==> config.mk <==
export PLATFORM = sky130hd
export DESIGN_NAME = sliding_puzzle_heuristics_unit
export DESIGN_NICKNAME = d
export VERILOG_FILES = /design/src/sv/sph_pkg.sv /design/src/sv/sph_front.sv /design/src/sv/sph_back.sv /design/src/sv/sliding_puzzle_heuristics_unit.sv
export SDC_FILE = /design/constraint.sdc
export NUM_CORES = 1
export LEC_CHECK = 0
export BUFFER_PORTS_ARGS = -buffer_cell sky130_fd_sc_hd__buf_2
export CORE_MARGIN = 4
export CORE_UTILIZATION = 42
export DETAILED_ROUTE_END_ITERATION = 8
export PLACE_DENSITY_LB_ADDON = 0.08
export SYNTH_ARGS = -nofsm -noshare
export SYNTH_HDL_FRONTEND = slang
export SYNTH_SLANG_ARGS = --single-unit
export TNS_END_PERCENT = 30
==> constraint.sdc <==
create_clock -name clock -period 7.6 [get_ports clock]
set_input_delay 1.14 -clock clock [delete_from_list [all_inputs] [get_ports clock]]
set_output_delay 1.14 -clock clock [all_outputs]
set_load 0.01 [all_outputs]
==> src/sv/sph_pkg.sv <==
// ----------------------------------------------------------------------------
// sph_pkg
// Shared constants and the queue word type for the sliding puzzle
// heuristics unit.
// ----------------------------------------------------------------------------
package sph_pkg;

   // board geometry
   localparam int MAX_SIDE = 8;
   localparam int CELLS    = MAX_SIDE * MAX_SIDE;
   localparam int CELL_W   = $clog2(CELLS);

   // field widths
   localparam int COORD_W = 3;
   localparam int TILE_W  = 6;
   localparam int TILES   = 2 ** TILE_W;
   localparam int MIS_W   = 7;
   localparam int DIST_W  = 10;
   localparam int STEP_W  = COORD_W + 1;

   // saturation limits
   localparam logic [MIS_W-1:0]  MIS_MAX  = '1;
   localparam logic [DIST_W-1:0] DIST_MAX = '1;

   // front to back queue
   localparam int QUEUE_DEPTH = 4;
   localparam int QPTR_W      = $clog2(QUEUE_DEPTH);

   // op codes
   localparam logic OP_GOAL  = 1'b0;
   localparam logic OP_STATE = 1'b1;

   // classified word handed from front to back
   typedef struct packed {
      logic                 is_goal;
      logic                 on_board;
      logic [CELL_W-1:0]    cell_idx;
      logic [COORD_W-1:0]   row;
      logic [COORD_W-1:0]   col;
      logic [TILE_W-1:0]    tile;
      logic                 last;
   } q_item_type;

endpackage

==> src/sv/sph_front.sv <==
// ----------------------------------------------------------------------------
// sph_front
// Accepts request words, classifies them (goal or state, on the board, cell
// index) and holds them in a short queue for the back end.
// ----------------------------------------------------------------------------
module sph_front
   import sph_pkg::*;
(
   input  logic                 clock,
   input  logic                 reset,
   input  logic                 req_valid,
   output logic                 req_ready,
   input  logic                 req_op,
   input  logic [COORD_W-1:0]   req_row,
   input  logic [COORD_W-1:0]   req_col,
   input  logic [TILE_W-1:0]    req_tile,
   input  logic                 req_last_tile,
   output logic                 q_valid,
   output q_item_type           q_item,
   input  logic                 q_pop
);

   q_item_type          queue_ff [QUEUE_DEPTH];
   logic [QPTR_W-1:0]   wr_ptr_ff, wr_ptr_in;
   logic [QPTR_W-1:0]   rd_ptr_ff, rd_ptr_in;
   logic [QPTR_W:0]     count_ff, count_in;
   q_item_type          class_item;
   logic                push;
   int                  cell_wide;

   // classify the incoming word
   always_comb begin
      cell_wide           = int'(req_row) * MAX_SIDE + int'(req_col);
      class_item.is_goal  = (req_op == OP_GOAL);
      class_item.on_board = (int'(req_row) < MAX_SIDE) && (int'(req_col) < MAX_SIDE);
      class_item.cell_idx = cell_wide[CELL_W-1:0];
      class_item.row      = req_row;
      class_item.col      = req_col;
      class_item.tile     = req_tile;
      class_item.last     = req_last_tile;
   end

   // queue handshake
   assign req_ready = (count_ff != (QPTR_W+1)'(QUEUE_DEPTH));
   assign push      = req_valid && req_ready;
   assign q_valid   = (count_ff != '0);
   assign q_item    = queue_ff[rd_ptr_ff];

   // pointer and fill count update
   always_comb begin
      wr_ptr_in = push  ? wr_ptr_ff + 1'b1 : wr_ptr_ff;
      rd_ptr_in = q_pop ? rd_ptr_ff + 1'b1 : rd_ptr_ff;
      count_in  = count_ff;
      if (push && !q_pop) begin
         count_in = count_ff + 1'b1;
      end else if (!push && q_pop) begin
         count_in = count_ff - 1'b1;
      end
   end

   always_ff @(posedge clock) begin
      if (reset) begin
         wr_ptr_ff <= '0;
         rd_ptr_ff <= '0;
         count_ff  <= '0;
      end else begin
         wr_ptr_ff <= wr_ptr_in;
         rd_ptr_ff <= rd_ptr_in;
         count_ff  <= count_in;
      end
   end

   // queue storage
   always_ff @(posedge clock) begin
      if (push) begin
         queue_ff[wr_ptr_ff] <= class_item;
      end
   end

endmodule

==> src/sv/sph_back.sv <==
// ----------------------------------------------------------------------------
// sph_back
// Holds the goal board and goal position tables, looks up each state word,
// accumulates misplaced count and Manhattan sum, and drives the result word.
// ----------------------------------------------------------------------------
module sph_back
   import sph_pkg::*;
(
   input  logic                 clock,
   input  logic                 reset,
   input  logic                 q_valid,
   input  q_item_type           q_item,
   output logic                 q_pop,
   output logic                 rsp_valid,
   input  logic                 rsp_ready,
   output logic [MIS_W-1:0]     rsp_misplaced_count,
   output logic [DIST_W-1:0]    rsp_manhattan_sum
);

   // goal tables
   logic [TILE_W-1:0]    board_mem   [CELLS];
   logic [COORD_W-1:0]   pos_row_mem [TILES];
   logic [COORD_W-1:0]   pos_col_mem [TILES];
   logic [TILES-1:0]     pos_valid_ff, pos_valid_in;
   logic                 goal_complete_ff, goal_complete_in;

   // lookup stage
   logic                 b_valid_ff;
   q_item_type           b_item_ff;
   logic [TILE_W-1:0]    board_rd_ff;
   logic [COORD_W-1:0]   pos_row_rd_ff;
   logic [COORD_W-1:0]   pos_col_rd_ff;
   logic                 pos_vld_rd_ff;

   // accumulators and result register
   logic [MIS_W-1:0]     mis_acc_ff, mis_acc_in;
   logic [DIST_W-1:0]    dist_acc_ff, dist_acc_in;
   logic                 rsp_valid_ff;
   logic [MIS_W-1:0]     rsp_mis_ff;
   logic [DIST_W-1:0]    rsp_dist_ff;

   logic                 b_emit, out_free, b_adv, b_retire;
   logic                 goal_write;
   logic                 mis_hit, dist_add;
   logic [COORD_W-1:0]   dr, dc;
   logic [STEP_W-1:0]    step;
   logic [DIST_W:0]      dist_sum;

   // flow control: the lookup stage stalls only on a final word with the result busy
   assign b_emit   = b_valid_ff && !b_item_ff.is_goal && b_item_ff.last;
   assign out_free = !rsp_valid_ff || rsp_ready;
   assign b_adv    = !b_emit || out_free;
   assign q_pop    = q_valid && b_adv;
   assign b_retire = b_valid_ff && b_adv && !b_item_ff.is_goal;

   assign goal_write = q_pop && q_item.is_goal && q_item.on_board;

   // valid marks and goal load tracking
   always_comb begin
      pos_valid_in     = pos_valid_ff;
      goal_complete_in = goal_complete_ff;
      if (q_pop && q_item.is_goal) begin
         if (goal_complete_ff) begin
            pos_valid_in = '0;
         end
         if (q_item.on_board) begin
            pos_valid_in[q_item.tile] = 1'b1;
         end
         goal_complete_in = q_item.last;
      end
   end

   always_ff @(posedge clock) begin
      if (reset) begin
         pos_valid_ff     <= '0;
         goal_complete_ff <= 1'b1;
      end else begin
         pos_valid_ff     <= pos_valid_in;
         goal_complete_ff <= goal_complete_in;
      end
   end

   // goal board memory
   always_ff @(posedge clock) begin
      if (goal_write) begin
         board_mem[q_item.cell_idx] <= q_item.tile;
      end
      if (q_pop) begin
         board_rd_ff <= board_mem[q_item.cell_idx];
      end
   end

   // goal position memory
   always_ff @(posedge clock) begin
      if (goal_write) begin
         pos_row_mem[q_item.tile] <= q_item.row;
         pos_col_mem[q_item.tile] <= q_item.col;
      end
      if (q_pop) begin
         pos_row_rd_ff <= pos_row_mem[q_item.tile];
         pos_col_rd_ff <= pos_col_mem[q_item.tile];
      end
   end

   // lookup stage register
   always_ff @(posedge clock) begin
      if (reset) begin
         b_valid_ff <= 1'b0;
      end else if (b_adv) begin
         b_valid_ff <= q_pop;
      end
   end

   always_ff @(posedge clock) begin
      if (q_pop) begin
         b_item_ff     <= q_item;
         pos_vld_rd_ff <= pos_valid_ff[q_item.tile];
      end
   end

   // misplaced and distance terms
   always_comb begin
      mis_hit  = b_item_ff.on_board && (board_rd_ff != '0) && (board_rd_ff != b_item_ff.tile);
      dist_add = b_item_ff.on_board && (b_item_ff.tile != '0) && pos_vld_rd_ff;
      dr = (b_item_ff.row >= pos_row_rd_ff) ? b_item_ff.row - pos_row_rd_ff
                                            : pos_row_rd_ff - b_item_ff.row;
      dc = (b_item_ff.col >= pos_col_rd_ff) ? b_item_ff.col - pos_col_rd_ff
                                            : pos_col_rd_ff - b_item_ff.col;
      step     = STEP_W'(dr) + STEP_W'(dc);
      dist_sum = (DIST_W+1)'(dist_acc_ff) + (DIST_W+1)'(step);

      mis_acc_in = mis_acc_ff;
      if (mis_hit && (mis_acc_ff != MIS_MAX)) begin
         mis_acc_in = mis_acc_ff + 1'b1;
      end
      dist_acc_in = dist_acc_ff;
      if (dist_add) begin
         dist_acc_in = dist_sum[DIST_W] ? DIST_MAX : dist_sum[DIST_W-1:0];
      end
   end

   // accumulators
   always_ff @(posedge clock) begin
      if (reset) begin
         mis_acc_ff  <= '0;
         dist_acc_ff <= '0;
      end else if (b_retire) begin
         if (b_item_ff.last) begin
            mis_acc_ff  <= '0;
            dist_acc_ff <= '0;
         end else begin
            mis_acc_ff  <= mis_acc_in;
            dist_acc_ff <= dist_acc_in;
         end
      end
   end

   // result register
   always_ff @(posedge clock) begin
      if (reset) begin
         rsp_valid_ff <= 1'b0;
      end else if (b_retire && b_item_ff.last) begin
         rsp_valid_ff <= 1'b1;
      end else if (rsp_ready) begin
         rsp_valid_ff <= 1'b0;
      end
   end

   always_ff @(posedge clock) begin
      if (b_retire && b_item_ff.last) begin
         rsp_mis_ff  <= mis_acc_in;
         rsp_dist_ff <= dist_acc_in;
      end
   end

   assign rsp_valid           = rsp_valid_ff;
   assign rsp_misplaced_count = rsp_mis_ff;
   assign rsp_manhattan_sum   = rsp_dist_ff;

endmodule

==> src/sv/sliding_puzzle_heuristics_unit.sv <==
// ----------------------------------------------------------------------------
// sliding_puzzle_heuristics_unit
// Misplaced-tile count and Manhattan distance for a sliding tile puzzle.
//
//   channel   direction  handshake            word
//   req_      in         req_valid/req_ready  op, row, col, tile, last_tile
//   rsp_      out        rsp_valid/rsp_ready  misplaced_count, manhattan_sum
//
// One tile word per cycle sustained while no result is stalled; the back end
// takes one word a cycle through one read of each goal table and one accumulate.
// A result is registered once its final state word leaves the lookup stage.
// Reset clears the queue, valid marks and accumulators; the goal board holds
// no defined contents until a goal load writes it.
// A stalled result holds the final state word in the lookup stage; the front
// queue then fills and req_ready drops after at most four more words.
// ----------------------------------------------------------------------------
module sliding_puzzle_heuristics_unit
   import sph_pkg::*;
(
   input  logic                 clock,
   input  logic                 reset,
   input  logic                 req_valid,
   output logic                 req_ready,
   input  logic                 req_op,
   input  logic [COORD_W-1:0]   req_row,
   input  logic [COORD_W-1:0]   req_col,
   input  logic [TILE_W-1:0]    req_tile,
   input  logic                 req_last_tile,
   output logic                 rsp_valid,
   input  logic                 rsp_ready,
   output logic [MIS_W-1:0]     rsp_misplaced_count,
   output logic [DIST_W-1:0]    rsp_manhattan_sum
);

   logic        q_valid;
   logic        q_pop;
   q_item_type  q_item;

   // accept and classify
   sph_front u_front (
      .clock         (clock),
      .reset         (reset),
      .req_valid     (req_valid),
      .req_ready     (req_ready),
      .req_op        (req_op),
      .req_row       (req_row),
      .req_col       (req_col),
      .req_tile      (req_tile),
      .req_last_tile (req_last_tile),
      .q_valid       (q_valid),
      .q_item        (q_item),
      .q_pop         (q_pop)
   );

   // lookup and accumulate
   sph_back u_back (
      .clock               (clock),
      .reset               (reset),
      .q_valid             (q_valid),
      .q_item              (q_item),
      .q_pop               (q_pop),
      .rsp_valid           (rsp_valid),
      .rsp_ready           (rsp_ready),
      .rsp_misplaced_count (rsp_misplaced_count),
      .rsp_manhattan_sum   (rsp_manhattan_sum)
   );

endmodule

==> metrics.txt <==
# TYPE chip_impl_metric gauge
chip_impl_info{name="status",value="completed"} 1
chip_impl_info{name="clock_tree_from_tritoncts",value="done"} 1
chip_impl_info{name="ctsRootBufferMaster",value="sky130_fd_sc_hd__clkbuf_16"} 1
chip_impl_metric{name="floorplan.initialDensity",unit="%"} 42.5
chip_impl_info{name="setup.worst_path.end",value="u_back.pos_col_rd_ff[2]$_DFFE_PP_"} 1
chip_impl_metric{name="worst_skew_pair.late_latency",unit="ns"} 0.70
chip_impl_metric{name="total_chip_power",unit="mW"} 17.3
chip_impl_metric{name="worst_rel_slew_slack",unit="%"} 15.0
chip_impl_metric{name="dp.cells",unit=""} 3619
chip_impl_metric{name="totalWireLength",unit="mm"} 96.5
chip_impl_metric{name="met2WireLength",unit="mm"} 46.2
chip_impl_metric{name="die-area",unit="mm²"} 0.0981
chip_impl_metric{name="max_freq",unit="MHz"} 187
chip_impl_metric{name="globalplace.congestion",unit=""} 0.790
chip_impl_metric{name="number_of_antenna_violations_at_the_first_check_in_global_routing",unit=""} 3
chip_impl_info{name="hold_path.startpoint",value="u_back.pos_valid_ff[21]$_SDFFE_PP0P_"} 1
chip_impl_metric{name="dp.final_hpwl",unit="mm"} 59.1
chip_impl_metric{name="cts-buffers-inserted",unit=""} 101
chip_impl_metric{name="grt_pass1_vias",unit=""} 21700
chip_impl_metric{name="grt_pass1_wl",unit="mm"} 143
chip_impl_metric{name="post_drt_wl_per_cell",unit="µm"} 25.3
chip_impl_info{name="yosys-top-cells-area",value="sky130_fd_sc_hd__edfxtp_1 (67%), sky130_fd_sc_hd__mux2i_1 (8.1%), sky130_fd_sc_hd__dfxtp_1 (4.8%)"} 1
chip_impl_info{name="worst_hold_class",value="register to register"} 1
chip_impl_info{name="cp-end-kind",value="register"} 1
chip_impl_metric{name="antenna-diode-count",unit=""} 0
chip_impl_metric{name="netlist_area",unit="mm²"} 0.0391
chip_impl_metric{name="post_route_cell_area",unit="mm²"} 0.0437
chip_impl_info{name="dominantRegCellSynth",value="sky130_fd_sc_hd__edfxtp_1"} 1
chip_impl_info{name="synth_top_family_by_area",value="multiplexers"} 1
chip_impl_metric{name="synth_compound_gate_area_share",unit="%"} 5.63
chip_impl_metric{name="ys_ff_latch",unit=""} 961
chip_impl_metric{name="placed_cell_area",unit="mm²"} 0.0404
chip_impl_metric{name="drive_gt1_share",unit="%"} 13.1
chip_impl_metric{name="layout_min_cycle_time",unit="ns"} 5.36
chip_impl_metric{name="worst-r2r-cell-count",unit=""} 8
chip_impl_metric{name="finalMaxSlewViolations",unit=""} 0
chip_impl_metric{name="met1_length",unit="mm"} 41.7
chip_impl_metric{name="filler_cell_count",unit=""} 7830
chip_impl_metric{name="power.static_leakage",unit="nW"} 14.7
chip_impl_metric{name="edff_count_synth",unit=""} 868
chip_impl_metric{name="worst_ep_arrival_time",unit="ns"} 5.80
chip_impl_metric{name="track_usage",unit="%"} 19.5
chip_impl_metric{name="holdBufCountCts",unit=""} 0
chip_impl_metric{name="design.portCount",unit=""} 37
chip_impl_metric{name="htree_num_levels",unit=""} 3
chip_impl_metric{name="synth_largest_type_area_fraction",unit="%"} 66.6
chip_impl_metric{name="ys_async_sr_fraction",unit="%"} 0
chip_impl_metric{name="flow.area_growth_from_synthesis",unit="%"} 11.7
chip_impl_metric{name="floorplan.die.width",unit="µm"} 313
chip_impl_metric{name="grt_max_degree",unit=""} 146
chip_impl_metric{name="max_slew.worst_pin.slew",unit="ns"} 1.27
chip_impl_metric{name="final_count_of_negative_setup_slack_endpoints",unit=""} 0
chip_impl_metric{name="yosys.area_share.xor_xnor",unit="%"} 0.448
chip_impl_metric{name="synth_nets",unit=""} 2493
chip_impl_metric{name="port_buffers",unit=""} 36
chip_impl_metric{name="synth.lib_cells_used.distinct",unit=""} 66
chip_impl_info{name="dominant_cell_type_by_area_after_synthesis",value="sky130_fd_sc_hd__edfxtp_1"} 1
chip_impl_metric{name="yosys-mux-area-fraction",unit="%"} 13.0
chip_impl_metric{name="detailedRoute.firstPassIterationCount",unit=""} 5
chip_impl_metric{name="die_h",unit="µm"} 313
chip_impl_metric{name="synthesized_area_per_cell",unit="µm²"} 16.0
chip_impl_metric{name="synth_seq_area_share",unit="%"} 71.4
chip_impl_metric{name="worst-path-max-fanout",unit=""} 145
chip_impl_metric{name="drv.max_cap_violation_count",unit=""} 0
chip_impl_metric{name="vdd_ir_drop_max",unit="mV"} 0.217
chip_impl_info{name="rsz0062_at_grt",value="no"} 1
chip_impl_metric{name="yosys_warnings",unit=""} 0
chip_impl_metric{name="dr_total_vias",unit=""} 21400
chip_impl_metric{name="post_synth_fa_ha_maj_area_fraction",unit="%"} 1.00
chip_impl_metric{name="postRouteAntennaNets",unit=""} 0
chip_impl_metric{name="area_of_the_placeable_core",unit="mm²"} 0.0921
chip_impl_metric{name="final_nets",unit=""} 2523
chip_impl_metric{name="min_period_over_period",unit="%"} 70.5
chip_impl_metric{name="met3WireLength",unit="mm"} 5.25
chip_impl_info{name="criticalPathCategory",value="register to register"} 1
chip_impl_metric{name="cts_max_path_bufs",unit=""} 3
chip_impl_metric{name="via_per_inst",unit=""} 5.63
chip_impl_metric{name="finalNonFillerCells",unit=""} 3809
chip_impl_metric{name="detail_route.drc_violations",unit=""} 0
chip_impl_metric{name="powerDensity",unit="mW/mm²"} 395
chip_impl_metric{name="post_synth_inst_count",unit=""} 2449
chip_impl_metric{name="finalClockSkew",unit="ns"} 0.0282
chip_impl_metric{name="post-cts-setup-buffer-count",unit=""} 0
chip_impl_metric{name="first_iter_violations",unit=""} 1901
chip_impl_metric{name="final-hold-violation-count",unit=""} 0
chip_impl_metric{name="path_clk_slew",unit="ns"} 0.06
chip_impl_metric{name="overflow",unit=""} 0
chip_impl_metric{name="clock_sinks",unit=""} 961
chip_impl_metric{name="cts_resized",unit=""} 0
chip_impl_metric{name="simple_gate_area_share_of_the_yosys_netlist",unit="%"} 6.30
chip_impl_info{name="timing.rr.end",value="u_back.pos_col_rd_ff[2]$_DFFE_PP_"} 1
chip_impl_metric{name="setup_tns",unit="ns"} 0
chip_impl_metric{name="ff2ff_setup_slack",unit="ns"} 2.24
chip_impl_metric{name="crit_required",unit="ns"} 8.05
chip_impl_info{name="cp-start-kind",value="register"} 1
chip_impl_metric{name="rows",unit=""} 111
chip_impl_info{name="highest_layer",value="met4"} 1
-- flip-flops by register name, indices dropped and copies added (netlist names), 2 cells and up, named ones only --
register / count
u_back.board_mem: 384
u_back.pos_col_mem: 192
u_back.pos_row_mem: 192
u_back.pos_valid_ff: 64
u_front.queue_ff: 56
u_back.b_item_ff: 14
u_back.dist_acc_ff: 10
u_back.rsp_manhattan_sum: 10
u_back.mis_acc_ff: 7
u_back.rsp_misplaced_count: 7
u_back.board_rd_ff: 6
u_back.pos_col_rd_ff: 3
u_back.pos_row_rd_ff: 3
u_front.count_ff: 3
u_front.rd_ptr_ff: 2
u_front.wr_ptr_ff: 2
-- cell usage after synthesis, drive strengths merged, types with 8 or more instances --
master / instances
edfxtp: 868
mux2i: 318
nor2: 302
nand2: 130
dfxtp: 93
a22oi: 92
buf: 88
mux4: 77
clkbuf: 52
o21ai: 46
nand3: 43
a21oi: 31
inv: 26
a32oi: 22
a211oi: 17
a221oi: 17
ha: 17
a41oi: 15
nor2b: 14
mux2: 13
nand4: 11
and3: 10
xnor2: 10
xor2: 10
fa: 9
o211ai: 9
or3: 9
a21o: 8
a31oi: 8
-- worst min path at each step --
stage	end	slack, ns	cells past startpoint
final	u_back.pos_valid_ff[21]$_SDFFE_PP0P_	0.50	2
after global routing	u_back.pos_valid_ff[48]$_SDFFE_PP0P_	0.52	2
after CTS	u_back.mis_acc_ff[1]$_SDFFE_PP0P_	0.50	2
after detailed placement	u_back.pos_valid_ff[38]$_SDFFE_PP0P_	0.48	2
after global placement	u_back.mis_acc_ff[1]$_SDFFE_PP0P_	0.47	2
after floorplan	u_back.mis_acc_ff[1]$_SDFFE_PP0P_	0.46	2
-- routing by layer --
layer  vias to the layer above  GRT usage [%]
met2                       632           31.9
met5                         -              0
met4                         0           7.39
li1                       9581              -
met3                       163           3.27
met1                     11100           26.4
-- cells by family (layout without fill, tap and decap cells) --
group,count (synthesis),count (layout)
flip-flops,961,961
AND/OR/NAND/NOR,567,567
multiplexers,408,408
AO/OA/AOI/OAI,301,301
buffers and inverters,166,283
adder cells (fa/ha/maj),26,26
XOR/XNOR,20,20
-- cell type report --
| class | instances | area (µm²) | area share (%) |
|---|---|---|---|
| inverter | 26 | 128 | 0.292 |
| multi-input combinational | 1322 | 10300 | 23.7 |
| clock inverter | 69 | 643 | 1.47 |
| tap | 1243 | 1560 | 3.56 |
| sequential | 961 | 27900 | 63.9 |
| timing repair buffer | 67 | 425 | 0.973 |
| clock buffer | 121 | 2690 | 6.14 |
-- power breakdown --
group / internal [mW] / total (mW) / switching, mW / leakage, nW
combinational: 1.72 / 5.42 / 3.71 / 4.52
clock: 2.81 / 4.92 / 2.10 / 1.64
sequential: 6.74 / 6.92 / 0.180 / 8.59
-- cells in the final DEF (no fill, tap or decap), drive strengths merged, types with 22 or more instances in the layout --
cell type	count
inv	31
nand3	43
buf	67
a22oi	92
clkinv	53
a32oi	22
clkbuf	121
dfxtp	93
a21oi	31
mux4	77
nand2	130
o21ai	46
nor2	302
mux2i	318
edfxtp	868
-- metrics by stage --
| stage | hold slack, ns | utilization (%) | worst slack (ns) |
|---|---|---|---|
| 2_1_floorplan | 0.458 | - | 3.31 |
| 3_3_place_gp | 0.470 | 43.8 | 2.40 |
| 3_5_place_dp | 0.479 | 43.8 | 2.30 |
| 4_1_cts | 0.497 | 47.5 | 2.33 |
| 5_1_grt | 0.519 | 47.5 | 1.99 |
| 6_report | 0.498 | 47.5 | 2.24 |
-- critical path: stages, from the launching register on --
cell	delay (ns)
sky130_fd_sc_hd__dfxtp_1	1.03
sky130_fd_sc_hd__mux2i_1	0.27
sky130_fd_sc_hd__mux2_2	0.72
sky130_fd_sc_hd__clkinv_8	0.75
sky130_fd_sc_hd__buf_12	0.52
sky130_fd_sc_hd__mux4_2	0.52
sky130_fd_sc_hd__a221oi_1	0.61
sky130_fd_sc_hd__a41oi_1	0.09
sky130_fd_sc_hd__or3_1	0.34
No activity file was read; power rests on OpenSTA's default activity.
